## src/design/rhcr_pkg.sv

```systemverilog
// Shared types and constants for the region colour-ratio reclassifier.
// Holds the item structs, the sequencer types and the class codes.
// No dependencies.
`timescale 1ns / 1ps

package rhcr_pkg;

    // Item widths
    localparam int HUE_W   = 8;
    localparam int CHAN_W  = 8;
    localparam int CLASS_W = 8;
    localparam int DIM_W   = 13;

    // Configuration port
    localparam int CFG_IDX_W  = 3;
    localparam int CFG_DATA_W = 13;

    localparam logic [CFG_IDX_W-1:0] CFG_ENABLE         = 3'd0;
    localparam logic [CFG_IDX_W-1:0] CFG_FRAME_WIDTH    = 3'd1;
    localparam logic [CFG_IDX_W-1:0] CFG_FRAME_HEIGHT   = 3'd2;
    localparam logic [CFG_IDX_W-1:0] CFG_MIN_SATURATION = 3'd3;
    localparam logic [CFG_IDX_W-1:0] CFG_MIN_BRIGHTNESS = 3'd4;

    // Reset values of the registers
    localparam logic              RST_ENABLE         = 1'b1;
    localparam logic [DIM_W-1:0]  RST_FRAME_WIDTH    = 13'd1280;
    localparam logic [DIM_W-1:0]  RST_FRAME_HEIGHT   = 13'd720;
    localparam logic [CHAN_W-1:0] RST_MIN_SATURATION = 8'd45;
    localparam logic [CHAN_W-1:0] RST_MIN_BRIGHTNESS = 8'd35;

    // Detector class codes
    localparam logic [CLASS_W-1:0] CLS_APPLE  = 8'd0;
    localparam logic [CLASS_W-1:0] CLS_ORANGE = 8'd2;
    localparam logic [CLASS_W-1:0] CLS_ONION  = 8'd15;
    localparam logic [CLASS_W-1:0] CLS_EGG    = 8'd18;

    localparam int DEF_MAX_REGION_PIXELS = 1048576;

    // Decision sequencer
    localparam int STEP_W    = 5;
    localparam int LAST_STEP = 26;
    localparam int NUM_TESTS = 12;
    localparam int TEST_W    = 4;

    // Test slots in the flag vector
    localparam logic [TEST_W-1:0] T_VALID     = 4'd0;
    localparam logic [TEST_W-1:0] T_RED_SHARE = 4'd1;
    localparam logic [TEST_W-1:0] T_RED_LEAD  = 4'd2;
    localparam logic [TEST_W-1:0] T_APPLE_SAT = 4'd3;
    localparam logic [TEST_W-1:0] T_APPLE_VAL = 4'd4;
    localparam logic [TEST_W-1:0] T_PUR_SHARE = 4'd5;
    localparam logic [TEST_W-1:0] T_PUR_LEAD  = 4'd6;
    localparam logic [TEST_W-1:0] T_ONION_SAT = 4'd7;
    localparam logic [TEST_W-1:0] T_EGG_TONE  = 4'd8;
    localparam logic [TEST_W-1:0] T_EGG_W     = 4'd9;
    localparam logic [TEST_W-1:0] T_EGG_H     = 4'd10;
    localparam logic [TEST_W-1:0] T_EGG_AREA  = 4'd11;

    typedef enum logic [1:0] {
        ST_ACC,
        ST_CALC,
        ST_DONE
    } state_t;

    // What to do with a product once it is registered
    typedef enum logic [1:0] {
        ACT_NONE,   // intermediate of a chained product
        ACT_LHS,    // hold as left-hand side
        ACT_CMP     // compare held left-hand side against it
    } act_t;

    typedef struct packed {
        logic [HUE_W-1:0]   hue;
        logic [CHAN_W-1:0]  sat;
        logic [CHAN_W-1:0]  bright;
        logic               last_pixel;
        logic [CLASS_W-1:0] original_class;
        logic [DIM_W-1:0]   box_width;
        logic [DIM_W-1:0]   box_height;
        logic               hand_covered;
    } pixel_item_t;

    typedef struct packed {
        logic [CLASS_W-1:0] final_class;
        logic               stats_valid;
        logic               changed;
    } result_item_t;

endpackage

```

## src/design/roi_hsv_color_ratio_reclassifier_unit.sv

```systemverilog
// Region colour-ratio reclassifier: pixel statistics and per-region decision.
// Counts pixels per region, then runs every ratio test through one shared multiplier.
// Depends on rhcr_pkg.
`timescale 1ns / 1ps

// Throughput: one pixel item per cycle while a region streams in.
// After the last pixel of a region is taken, the decision sequencer runs its steps
//   and the result item is then loaded into the output register, once that is
//   free; the block takes no pixel until the result item is loaded.
// The decision cost is set by the single multiplier (y operand 13 bits wide):
//   26 products issued back to back, then a drain step for the product register.
// Reset: counters, sequencer and output valid clear; registers take their defaults.
module roi_hsv_color_ratio_reclassifier_unit #(
    parameter int MAX_REGION_PIXELS = rhcr_pkg::DEF_MAX_REGION_PIXELS
) (
    input  logic                                clk,
    input  logic                                rst_n,

    input  logic                                pixel_valid,
    output logic                                pixel_ready,
    input  rhcr_pkg::pixel_item_t               pixel,

    output logic                                result_valid,
    input  logic                                result_ready,
    output rhcr_pkg::result_item_t              result,

    input  logic                                cfg_valid,
    output logic                                cfg_ready,
    input  logic [rhcr_pkg::CFG_IDX_W-1:0]      cfg_index,
    input  logic [rhcr_pkg::CFG_DATA_W-1:0]     cfg_data
);

    // Counter, sum, multiplier operand and product widths
    localparam int CW   = $clog2(MAX_REGION_PIXELS + 1);
    localparam int SW   = CW + rhcr_pkg::CHAN_W;
    localparam int XW   = (SW > 2 * rhcr_pkg::DIM_W) ? SW : 2 * rhcr_pkg::DIM_W;
    localparam int YW   = rhcr_pkg::DIM_W;
    localparam int PW   = XW + YW;
    localparam int CMPW = PW + 1;

    localparam logic [CW-1:0] MAX_COUNT = CW'(MAX_REGION_PIXELS);

    // ------------------------------------------------------------------
    // Configuration registers; writes are always taken
    // ------------------------------------------------------------------
    logic                          enable_reg;
    logic [rhcr_pkg::DIM_W-1:0]    frame_width_reg;
    logic [rhcr_pkg::DIM_W-1:0]    frame_height_reg;
    logic [rhcr_pkg::CHAN_W-1:0]   min_saturation_reg;
    logic [rhcr_pkg::CHAN_W-1:0]   min_brightness_reg;

    assign cfg_ready = 1'b1;

    always_ff @(posedge clk or negedge rst_n)
    begin
        if (!rst_n)
        begin
            enable_reg         <= rhcr_pkg::RST_ENABLE;
            frame_width_reg    <= rhcr_pkg::RST_FRAME_WIDTH;
            frame_height_reg   <= rhcr_pkg::RST_FRAME_HEIGHT;
            min_saturation_reg <= rhcr_pkg::RST_MIN_SATURATION;
            min_brightness_reg <= rhcr_pkg::RST_MIN_BRIGHTNESS;
        end
        else if (cfg_valid && cfg_ready)
        begin
            unique case (cfg_index)
                rhcr_pkg::CFG_ENABLE:         enable_reg         <= cfg_data[0];
                rhcr_pkg::CFG_FRAME_WIDTH:    frame_width_reg    <= cfg_data;
                rhcr_pkg::CFG_FRAME_HEIGHT:   frame_height_reg   <= cfg_data;
                rhcr_pkg::CFG_MIN_SATURATION: min_saturation_reg <= cfg_data[7:0];
                rhcr_pkg::CFG_MIN_BRIGHTNESS: min_brightness_reg <= cfg_data[7:0];
                default:                      ;  // unmapped index: drop the write
            endcase
        end
    end

    // ------------------------------------------------------------------
    // Control state machine
    // ------------------------------------------------------------------
    rhcr_pkg::state_t state_reg, state_next;
    logic [rhcr_pkg::STEP_W-1:0] step_reg, step_next;
    logic result_valid_reg, result_valid_next;

    logic pixel_take;   // a pixel item is accepted this cycle
    logic calc_run;     // decision sequencer active
    logic result_load;  // move the decision into the output register

    assign pixel_take = pixel_valid && pixel_ready;

    always_comb
    begin
        state_next = state_reg;
        unique case (state_reg)
            rhcr_pkg::ST_ACC:
                if (pixel_take && pixel.last_pixel)
                    state_next = rhcr_pkg::ST_CALC;
            rhcr_pkg::ST_CALC:
                if (step_reg == rhcr_pkg::STEP_W'(rhcr_pkg::LAST_STEP))
                    state_next = rhcr_pkg::ST_DONE;
            rhcr_pkg::ST_DONE:
                if (result_load)
                    state_next = rhcr_pkg::ST_ACC;
            default:
                state_next = rhcr_pkg::ST_ACC;
        endcase
    end

    always_comb
    begin
        pixel_ready = 1'b0;
        calc_run    = 1'b0;
        result_load = 1'b0;
        unique case (state_reg)
            rhcr_pkg::ST_ACC:  pixel_ready = 1'b1;
            rhcr_pkg::ST_CALC: calc_run    = 1'b1;
            rhcr_pkg::ST_DONE: result_load = !result_valid_reg || result_ready;
            default:           ;
        endcase
    end

    always_comb
    begin
        step_next = '0;
        if (calc_run)
            step_next = step_reg + 1'b1;
    end

    always_ff @(posedge clk or negedge rst_n)
    begin
        if (!rst_n)
        begin
            state_reg <= rhcr_pkg::ST_ACC;
            step_reg  <= '0;
        end
        else
        begin
            state_reg <= state_next;
            step_reg  <= step_next;
        end
    end

    // ------------------------------------------------------------------
    // Pixel classification and region counters
    // ------------------------------------------------------------------
    logic [CW-1:0] pixel_count_reg, bright_count_reg, red_count_reg;
    logic [CW-1:0] purple_count_reg, egg_tone_count_reg;
    logic [SW-1:0] saturation_sum_reg, value_sum_reg;

    logic px_lit, px_colorful, px_red, px_purple, px_egg_tone, px_count;

    always_comb
    begin
        px_lit      = pixel.bright >= min_brightness_reg;
        px_colorful = px_lit && (pixel.sat >= min_saturation_reg);
        // hue codes above 179 are not folded: anything from 170 up counts as red
        px_red      = px_colorful && (pixel.hue <= 8'd10 || pixel.hue >= 8'd170);
        px_purple   = px_colorful && pixel.hue >= 8'd125 && pixel.hue <= 8'd170;
        px_egg_tone = (pixel.bright >= 8'd55) &&
                      ((pixel.hue >= 8'd4 && pixel.hue <= 8'd55) ||
                       (pixel.sat <= 8'd95 && pixel.bright >= 8'd80));
        // ignore pixels once the region is full; the last one still closes it
        px_count    = pixel_take && (pixel_count_reg < MAX_COUNT);
    end

    always_ff @(posedge clk or negedge rst_n)
    begin
        if (!rst_n)
        begin
            pixel_count_reg    <= '0;
            bright_count_reg   <= '0;
            red_count_reg      <= '0;
            purple_count_reg   <= '0;
            egg_tone_count_reg <= '0;
            saturation_sum_reg <= '0;
            value_sum_reg      <= '0;
        end
        else if (result_load)
        begin
            pixel_count_reg    <= '0;
            bright_count_reg   <= '0;
            red_count_reg      <= '0;
            purple_count_reg   <= '0;
            egg_tone_count_reg <= '0;
            saturation_sum_reg <= '0;
            value_sum_reg      <= '0;
        end
        else if (px_count)
        begin
            pixel_count_reg <= pixel_count_reg + 1'b1;
            if (px_lit)
            begin
                bright_count_reg   <= bright_count_reg + 1'b1;
                saturation_sum_reg <= saturation_sum_reg + SW'(pixel.sat);
                value_sum_reg      <= value_sum_reg + SW'(pixel.bright);
            end
            if (px_red)
                red_count_reg <= red_count_reg + 1'b1;
            if (px_purple)
                purple_count_reg <= purple_count_reg + 1'b1;
            if (px_egg_tone)
                egg_tone_count_reg <= egg_tone_count_reg + 1'b1;
        end
    end

    // Detection fields, captured with the last pixel
    logic [rhcr_pkg::CLASS_W-1:0] class_reg;
    logic [rhcr_pkg::DIM_W-1:0]   box_width_reg, box_height_reg;
    logic                         hand_reg;

    always_ff @(posedge clk)
    begin
        if (pixel_take && pixel.last_pixel)
        begin
            class_reg      <= pixel.original_class;
            box_width_reg  <= pixel.box_width;
            box_height_reg <= pixel.box_height;
            hand_reg       <= pixel.hand_covered;
        end
    end

    // ------------------------------------------------------------------
    // Decision sequencer. Every threshold is a test lhs >= rhs between two
    // products. Each step issues one product into the shared multiplier;
    // the next cycle holds it plus an offset as lhs, or compares it plus an offset
    // against the held lhs and stores the outcome in a flag, or keeps it for a chain.
    //   valid:     20*bright + 19 >= 11*total  (bright >= floor(11*total/20))
    //   egg area:  65*fw*fh >= 2304*w*h        (the 26000 / 921600 test over 400)
    // ------------------------------------------------------------------
    logic [XW-1:0]               op_x;
    logic [YW-1:0]               op_y;
    rhcr_pkg::act_t              op_act;
    logic [CW-1:0]               op_add;
    logic [rhcr_pkg::TEST_W-1:0] op_test;

    logic [PW-1:0]               prod_reg;
    rhcr_pkg::act_t              act_reg;
    logic [CW-1:0]               add_reg;
    logic [rhcr_pkg::TEST_W-1:0] test_reg;
    logic [CMPW-1:0]             lhs_reg;
    logic [rhcr_pkg::NUM_TESTS-1:0] flags_reg;

    logic [CMPW-1:0]             prod_plus;

    always_comb
    begin
        op_x    = '0;
        op_y    = '0;
        op_act  = rhcr_pkg::ACT_NONE;
        op_add  = '0;
        op_test = rhcr_pkg::T_VALID;
        case (step_reg)
            5'd0:  begin op_x = XW'(bright_count_reg);   op_y = YW'(20);
                         op_act = rhcr_pkg::ACT_LHS; op_add = CW'(19); end
            5'd1:  begin op_x = XW'(pixel_count_reg);    op_y = YW'(11);
                         op_act = rhcr_pkg::ACT_CMP; op_test = rhcr_pkg::T_VALID; end
            5'd2:  begin op_x = XW'(red_count_reg);      op_y = YW'(25);
                         op_act = rhcr_pkg::ACT_LHS; end
            5'd3:  begin op_x = XW'(pixel_count_reg);    op_y = YW'(6);
                         op_act = rhcr_pkg::ACT_CMP; op_test = rhcr_pkg::T_RED_SHARE; end
            5'd4:  begin op_x = XW'(red_count_reg);      op_y = YW'(20);
                         op_act = rhcr_pkg::ACT_LHS; end
            5'd5:  begin op_x = XW'(purple_count_reg);   op_y = YW'(20);
                         op_act = rhcr_pkg::ACT_CMP; op_add = pixel_count_reg;
                         op_test = rhcr_pkg::T_RED_LEAD; end
            5'd6:  begin op_x = XW'(saturation_sum_reg); op_y = YW'(1);
                         op_act = rhcr_pkg::ACT_LHS; end
            5'd7:  begin op_x = XW'(bright_count_reg);   op_y = YW'(55);
                         op_act = rhcr_pkg::ACT_CMP; op_test = rhcr_pkg::T_APPLE_SAT; end
            5'd8:  begin op_x = XW'(value_sum_reg);      op_y = YW'(1);
                         op_act = rhcr_pkg::ACT_LHS; end
            5'd9:  begin op_x = XW'(bright_count_reg);   op_y = YW'(65);
                         op_act = rhcr_pkg::ACT_CMP; op_test = rhcr_pkg::T_APPLE_VAL; end
            5'd10: begin op_x = XW'(purple_count_reg);   op_y = YW'(5);
                         op_act = rhcr_pkg::ACT_LHS; end
            5'd11: begin op_x = XW'(pixel_count_reg);    op_y = YW'(1);
                         op_act = rhcr_pkg::ACT_CMP; op_test = rhcr_pkg::T_PUR_SHARE; end
            5'd12: begin op_x = XW'(purple_count_reg);   op_y = YW'(25);
                         op_act = rhcr_pkg::ACT_LHS; end
            5'd13: begin op_x = XW'(red_count_reg);      op_y = YW'(25);
                         op_act = rhcr_pkg::ACT_CMP; op_add = pixel_count_reg;
                         op_test = rhcr_pkg::T_PUR_LEAD; end
            5'd14: begin op_x = XW'(saturation_sum_reg); op_y = YW'(1);
                         op_act = rhcr_pkg::ACT_LHS; end
            5'd15: begin op_x = XW'(bright_count_reg);   op_y = YW'(45);
                         op_act = rhcr_pkg::ACT_CMP; op_test = rhcr_pkg::T_ONION_SAT; end
            5'd16: begin op_x = XW'(egg_tone_count_reg); op_y = YW'(25);
                         op_act = rhcr_pkg::ACT_LHS; end
            5'd17: begin op_x = XW'(pixel_count_reg);    op_y = YW'(2);
                         op_act = rhcr_pkg::ACT_CMP; op_test = rhcr_pkg::T_EGG_TONE; end
            5'd18: begin op_x = XW'(frame_width_reg);    op_y = YW'(155);
                         op_act = rhcr_pkg::ACT_LHS; end
            5'd19: begin op_x = XW'(box_width_reg);      op_y = YW'(1280);
                         op_act = rhcr_pkg::ACT_CMP; op_test = rhcr_pkg::T_EGG_W; end
            5'd20: begin op_x = XW'(frame_height_reg);   op_y = YW'(235);
                         op_act = rhcr_pkg::ACT_LHS; end
            5'd21: begin op_x = XW'(box_height_reg);     op_y = YW'(720);
                         op_act = rhcr_pkg::ACT_CMP; op_test = rhcr_pkg::T_EGG_H; end
            // chained products: feed the registered product back in
            5'd22: begin op_x = XW'(frame_width_reg);    op_y = frame_height_reg; end
            5'd23: begin op_x = prod_reg[XW-1:0];        op_y = YW'(65);
                         op_act = rhcr_pkg::ACT_LHS; end
            5'd24: begin op_x = XW'(box_width_reg);      op_y = box_height_reg; end
            5'd25: begin op_x = prod_reg[XW-1:0];        op_y = YW'(2304);
                         op_act = rhcr_pkg::ACT_CMP; op_test = rhcr_pkg::T_EGG_AREA; end
            default: ;  // drain step: nothing issued
        endcase
    end

    assign prod_plus = CMPW'(prod_reg) + CMPW'(add_reg);

    always_ff @(posedge clk or negedge rst_n)
    begin
        if (!rst_n)
            act_reg <= rhcr_pkg::ACT_NONE;
        else if (calc_run)
            act_reg <= op_act;
        else
            act_reg <= rhcr_pkg::ACT_NONE;
    end

    always_ff @(posedge clk)
    begin
        prod_reg <= PW'(op_x) * PW'(op_y);
        add_reg  <= op_add;
        test_reg <= op_test;
        if (act_reg == rhcr_pkg::ACT_LHS)
            lhs_reg <= prod_plus;
        if (act_reg == rhcr_pkg::ACT_CMP)
            flags_reg[test_reg] <= (lhs_reg >= prod_plus);
    end

    // ------------------------------------------------------------------
    // Final class from the flags
    // ------------------------------------------------------------------
    logic                         has_bright, frame_ok, stats_ok;
    logic                         is_apple, is_onion, is_egg;
    logic [rhcr_pkg::CLASS_W-1:0] final_class;

    always_comb
    begin
        has_bright = bright_count_reg != '0;
        frame_ok   = (frame_width_reg != '0) && (frame_height_reg != '0);
        stats_ok   = flags_reg[rhcr_pkg::T_VALID];
        is_apple   = flags_reg[rhcr_pkg::T_RED_SHARE] && flags_reg[rhcr_pkg::T_RED_LEAD] &&
                     has_bright && flags_reg[rhcr_pkg::T_APPLE_SAT] &&
                     flags_reg[rhcr_pkg::T_APPLE_VAL];
        is_onion   = flags_reg[rhcr_pkg::T_PUR_SHARE] && flags_reg[rhcr_pkg::T_PUR_LEAD] &&
                     has_bright && flags_reg[rhcr_pkg::T_ONION_SAT];
        is_egg     = flags_reg[rhcr_pkg::T_EGG_TONE] && frame_ok &&
                     flags_reg[rhcr_pkg::T_EGG_W] && flags_reg[rhcr_pkg::T_EGG_H] &&
                     flags_reg[rhcr_pkg::T_EGG_AREA];

        final_class = class_reg;
        if (enable_reg && stats_ok)
        begin
            case (class_reg) inside
                rhcr_pkg::CLS_APPLE, rhcr_pkg::CLS_ONION:
                begin
                    // a covering hand makes the colour untrustworthy: keep the class
                    if (!hand_reg && is_apple && !is_onion)
                        final_class = rhcr_pkg::CLS_APPLE;
                    else if (!hand_reg && is_onion && !is_apple)
                        final_class = rhcr_pkg::CLS_ONION;
                end
                rhcr_pkg::CLS_EGG, rhcr_pkg::CLS_ORANGE:
                    final_class = is_egg ? rhcr_pkg::CLS_EGG : rhcr_pkg::CLS_ORANGE;
                default: ;
            endcase
        end
    end

    // ------------------------------------------------------------------
    // Output register: holds the item until taken, pixels may stream meanwhile
    // ------------------------------------------------------------------
    rhcr_pkg::result_item_t result_reg;

    always_comb
    begin
        result_valid_next = result_valid_reg;
        if (result_load)
            result_valid_next = 1'b1;
        else if (result_ready)
            result_valid_next = 1'b0;
    end

    always_ff @(posedge clk or negedge rst_n)
    begin
        if (!rst_n)
            result_valid_reg <= 1'b0;
        else
            result_valid_reg <= result_valid_next;
    end

    always_ff @(posedge clk)
    begin
        if (result_load)
        begin
            result_reg.final_class <= final_class;
            result_reg.stats_valid <= stats_ok;
            result_reg.changed     <= final_class != class_reg;
        end
    end

    assign result_valid = result_valid_reg;
    assign result       = result_reg;

    // ------------------------------------------------------------------
    // Assertions
    // ------------------------------------------------------------------
    a_clear_after_result: assert property (@(posedge clk) disable iff (!rst_n)
        result_load |=> (pixel_count_reg == '0 && bright_count_reg == '0 &&
                         saturation_sum_reg == '0))
        else $error("region counters not cleared after the result item");

    a_bright_le_total: assert property (@(posedge clk) disable iff (!rst_n)
        bright_count_reg <= pixel_count_reg)
        else $error("bright count exceeds pixel count");

    a_red_le_bright: assert property (@(posedge clk) disable iff (!rst_n)
        red_count_reg <= bright_count_reg && purple_count_reg <= bright_count_reg)
        else $error("colour count exceeds bright count");

    a_count_capped: assert property (@(posedge clk) disable iff (!rst_n)
        pixel_count_reg <= MAX_COUNT)
        else $error("pixel count beyond region limit");

    a_no_change_without_stats: assert property (@(posedge clk) disable iff (!rst_n)
        (result_valid && !result.stats_valid) |-> !result.changed)
        else $error("class changed without enough bright pixels");

    a_no_pixel_while_deciding: assert property (@(posedge clk) disable iff (!rst_n)
        (pixel_take && pixel.last_pixel) |=> !pixel_ready)
        else $error("pixel taken while the decision runs");

endmodule
```

## config.mk

```make
export PLATFORM = sky130hd
export DESIGN_NAME = roi_hsv_color_ratio_reclassifier_unit
export DESIGN_NICKNAME = d
export VERILOG_FILES = /design/src/design/rhcr_pkg.sv /design/src/design/roi_hsv_color_ratio_reclassifier_unit.sv
export SDC_FILE = /design/constraint.sdc
export NUM_CORES = 2
export LEC_CHECK = 0
export BUFFER_PORTS_ARGS = -buffer_cell sky130_fd_sc_hd__buf_4
export CAP_MARGIN = 20
export CORE_MARGIN = 1
export CORE_UTILIZATION = 40
export DETAILED_ROUTE_END_ITERATION = 12
export PLACE_DENSITY = 0.64
export REMOVE_ABC_BUFFERS = 1
export SYNTH_ARGS = -nofsm -noshare
export SYNTH_HDL_FRONTEND = slang
export SYNTH_SLANG_ARGS = --single-unit
```

## constraint.sdc

```tcl
create_clock -name clk -period 12 [get_ports clk]
set_clock_uncertainty 0.15 [all_clocks]
set_input_delay 0.6 -clock clk [delete_from_list [all_inputs] [get_ports clk]]
set_output_delay 0.6 -clock clk [all_outputs]
set_load 0.1 [all_outputs]
```

==> results.txt <==
----------------------------------------------------
[Finish]
  Final Core Density ... 45.2%
  Area added between synthesis and finish ... 11.3%
  Share of layout cells above drive strength 1 ... 8.17%
  Number of nets in the layout ... 4154
  Layout filler cell count ... 7567
  Most common cell after layout, fill and taps aside ... inv_1
  Max FFs per register ... 43
  Top library cells by usage in the layout, fill and taps aside ... 461 x inv_1, 431 x nand2_1, 342 x nor2_1
  Final std cells w/o fill ... 4661
  Count of antenna diodes in the layout ... 0
  Final cell area excluding filler cells ... 35800 um^2

[Critical path]
  Critical Path RT ... 12.36 ns
  Worst path max stage delay ... about 1.1 ns
  Critical Path AT ... 9.90 ns
  Worst Setup Start Kind ... register
  Kind of capture point of the worst setup path ... register
  Slowest cell on the critical path ... a221oi_1
  Critical path fanouts, max ... 30
  CP Class ... register to register

[Drt]
  Count of TritonRoute iterations in the first routing pass ... 7
  Detailed router's first-iteration violation count ... 2508
  Routed via count ... 25800
  DRC violations left ... 0
  Number of vias per cell ... about 5.5
  Total length of routed wires ... 92600 um
  Number of nets still failing antenna checks after routing ... 0
  WL per Instance ... 19.9 um

[Power and ir drop]
  Worst-case vdd ir drop ... 166 uV
  Sequential fraction of design power ... 34.8%
  Power density relative to cell area ... 142 nW/um^2
  Power share of the clock group ... 26.9%
  Design internal power ... between 3 and 4 mW
  Overall Power ... about 5.1 mW
  Switching component of the power ... 2.07 mW
  Switching part of the total ... 40.8%
  Static Leakage ... around 16 nW
  Part of the total power dissipated in combinational logic ... 38.3%

[Yosys]
  Most instantiated flip-flop cell in the synthesis netlist ... dfrtp_1
  Cells after Synth ... 3517
  Count of synthesis-stage warnings from yosys ... 0
  #FFs+latches synth ... 383
  Post-synth EDFFs ... 100
  Post-Syn Area per Cell ... approximately 9.2 um^2
  Proportion of synthesized flip-flops having asynchronous set or reset ... around 56%
  Fraction of the yosys area taken by sequential cells ... 30.3%
  Distinct cells, synth ... 88
  Netlist area before placement ... 32200 um^2

[STA]
  Worst slew pin tran ... roughly 1.3 ns
  Final worst path period share ... 79.5%
  Unrepaired setup endpoints after global routing ... false
  Max Clk Rate ... 105 MHz
  Hold Worst Slack ... ~0.074 ns
  Final total negative setup slack ... 0 ns
  Final worst setup slack ... around 2.5 ns
  Final max-slew violation count ... 0
  Final period demand of the worst path ... 9.54 ns
  Number of hold violations in the final report ... 0
  Setup-failing EPs final ... 0
  Worst-case headroom to the max-slew limit ... 11.3%

[Placed design]
  Placed cell count ... 4546
  Count of buffers from port buffering ... 92
  Gpl congestion ... roughly 0.94
  HPWL after DPL ... 71600 um
  Placement Setup Slack ... between 2 and 3 ns
  Standard cell area after detailed placement ... 34000 um^2

[Clock tree]
  Root cell of the clock tree ... clkbuf_16
  Maximum level of the CTS H-tree ... 2
  Setup fix buffers added after clock tree synthesis ... 0
  Clock tree from TritonCTS ... built
  Number of clock sinks seen by CTS ... 383
  Post-CTS clock slew at the launch and capture registers of the worst setup and hold paths ... 0.06 ns
  Clock buffer count from CTS ... 44
  Worst-Skew Late Latency ... 0.63 ns
  Buffer depth of the longest clock path ... 3

[Global route]
  Largest net degree at the start of global routing ... 96
  Vias in the first global route ... 25300
  First-pass GRT wire length ... 145000 um
  Gr usage total ... between 20 and 25%
  Number of antenna violations at the first check in global routing ... 0
  Remaining global-route overflow ... 0

[Run]
  Maxcap violations ... 0

[Die]
  Core Area ... 79300 um^2
  IO Count ... 94
  Initial core utilization ... 40.6%
  Number of rows created at floorplan ... 103
  Die H ... 286 um
  Die X ... 286 um
  Die area ... 81600 um^2

[Min path]
  Class of the worst hold path ... input pin to register

[Run status]
  Run status ... completed

----------------------------------------------------
-- critical path, delay by kind of cell, from the launching register on --
family | cells | cell delay (ns)
flops | 1 | 0.33
simple gates | 3 | 0.63
fa+ha+maj | 7 | 3.31
compound gates | 12 | 3.92
buf+inv | 7 | 1.05
-- Yosys cell counts (12+ instances only) --
cell type    n  share of area, %
a211o_1     18              0.49
a211oi_1    19              0.44
a21o_1      56               1.3
a21oi_1    151               2.3
a221o_1     25              0.78
a222oi_1    23              0.72
a22oi_1     49               1.1
a31oi_1     12              0.23
and2_1      34              0.66
and3_1      37              0.72
clkbuf_1   133               1.6
dfrtp_1    202                16
dfstp_2     14               1.1
dfxtp_1     67               4.2
edfxtp_1   100               9.3
fa_1       300                19
ha_1       194               7.5
inv_1      462               5.4
mux2_2      37               1.3
nand2_1    431               5.0
nand2b_1    26              0.51
nand3_1     96               1.5
nand4_1     47              0.91
nor2_1     345               4.0
nor2b_1     16              0.31
nor3_1      35              0.54
nor4_1      24              0.47
o211ai_1    15              0.35
o21a_1      20              0.47
o21ai_0    114               1.8
o21bai_1    12              0.28
o31ai_1     22              0.51
or3_1       49              0.95
or4_1       29              0.68
xnor2_1     96               2.6
xor2_1      64               1.7
-- cells by family after synthesis --
logic type,synth area share [%]
fa+ha+maj,26.2
flops,30.3
compound gates,12.9
xor+xnor,4.35
buf+inv,7.25
mux,1.48
other cells,0.0116
simple gates,17.4
-- power groups by stage --
stage	combinational [mW]	clock (mW)	sequential, mW
after global placement	1.89	0	1.78
after global routing	2.16	1.44	1.79
after detailed placement	1.91	0	1.78
after CTS	1.93	1.39	1.76
after floorplan	1.26	0	1.70
final	1.95	1.37	1.77
-- path summary, 6_finish.rpt --
path                              startpoint                     end  slack [ns]  depth (start not counted)
worst min register to register  class_reg[5]               result[7]        0.31                          0
worst max register to register   step_reg[4]            prod_reg[39]        2.46                         29
worst max-delay path             step_reg[4]            prod_reg[39]        2.46                         29
min in group asynchronous              rst_n  saturation_sum_reg[25]        0.46                          2
max in group asynchronous              rst_n      pixel_count_reg[8]        9.16                          4
worst min-delay path             cfg_data[8]      frame_width_reg[8]        0.07                          2
-- layer usage --
metal	vias up	wire length, um	global-route usage [%]
li1	12000	-	-
met1	12700	40400	31.5
met2	945	41000	35.7
met3	153	8360	5.26
met4	0	2840	7.02
met5	-	0	0
-- layout make-up --
type | instances | area, um^2 | area share, %
Multi-Input combinational cell | 2521 | 20200 | 56.3
Sequential cell | 383 | 9770 | 27.3
Inverter | 462 | 1740 | 4.85
Timing Repair Buffer | 167 | 1370 | 3.83
Tap cell | 1050 | 1310 | 3.67
Clock buffer | 62 | 1220 | 3.40
Clock inverter | 16 | 241 | 0.674
-- repair_timing --
action	4_1_cts	5_1_grt
resized for setup	0	0
endpoints found under the hold margin	129	0
hold buffers	36	0
No activity file was read; power rests on OpenSTA's default activity.
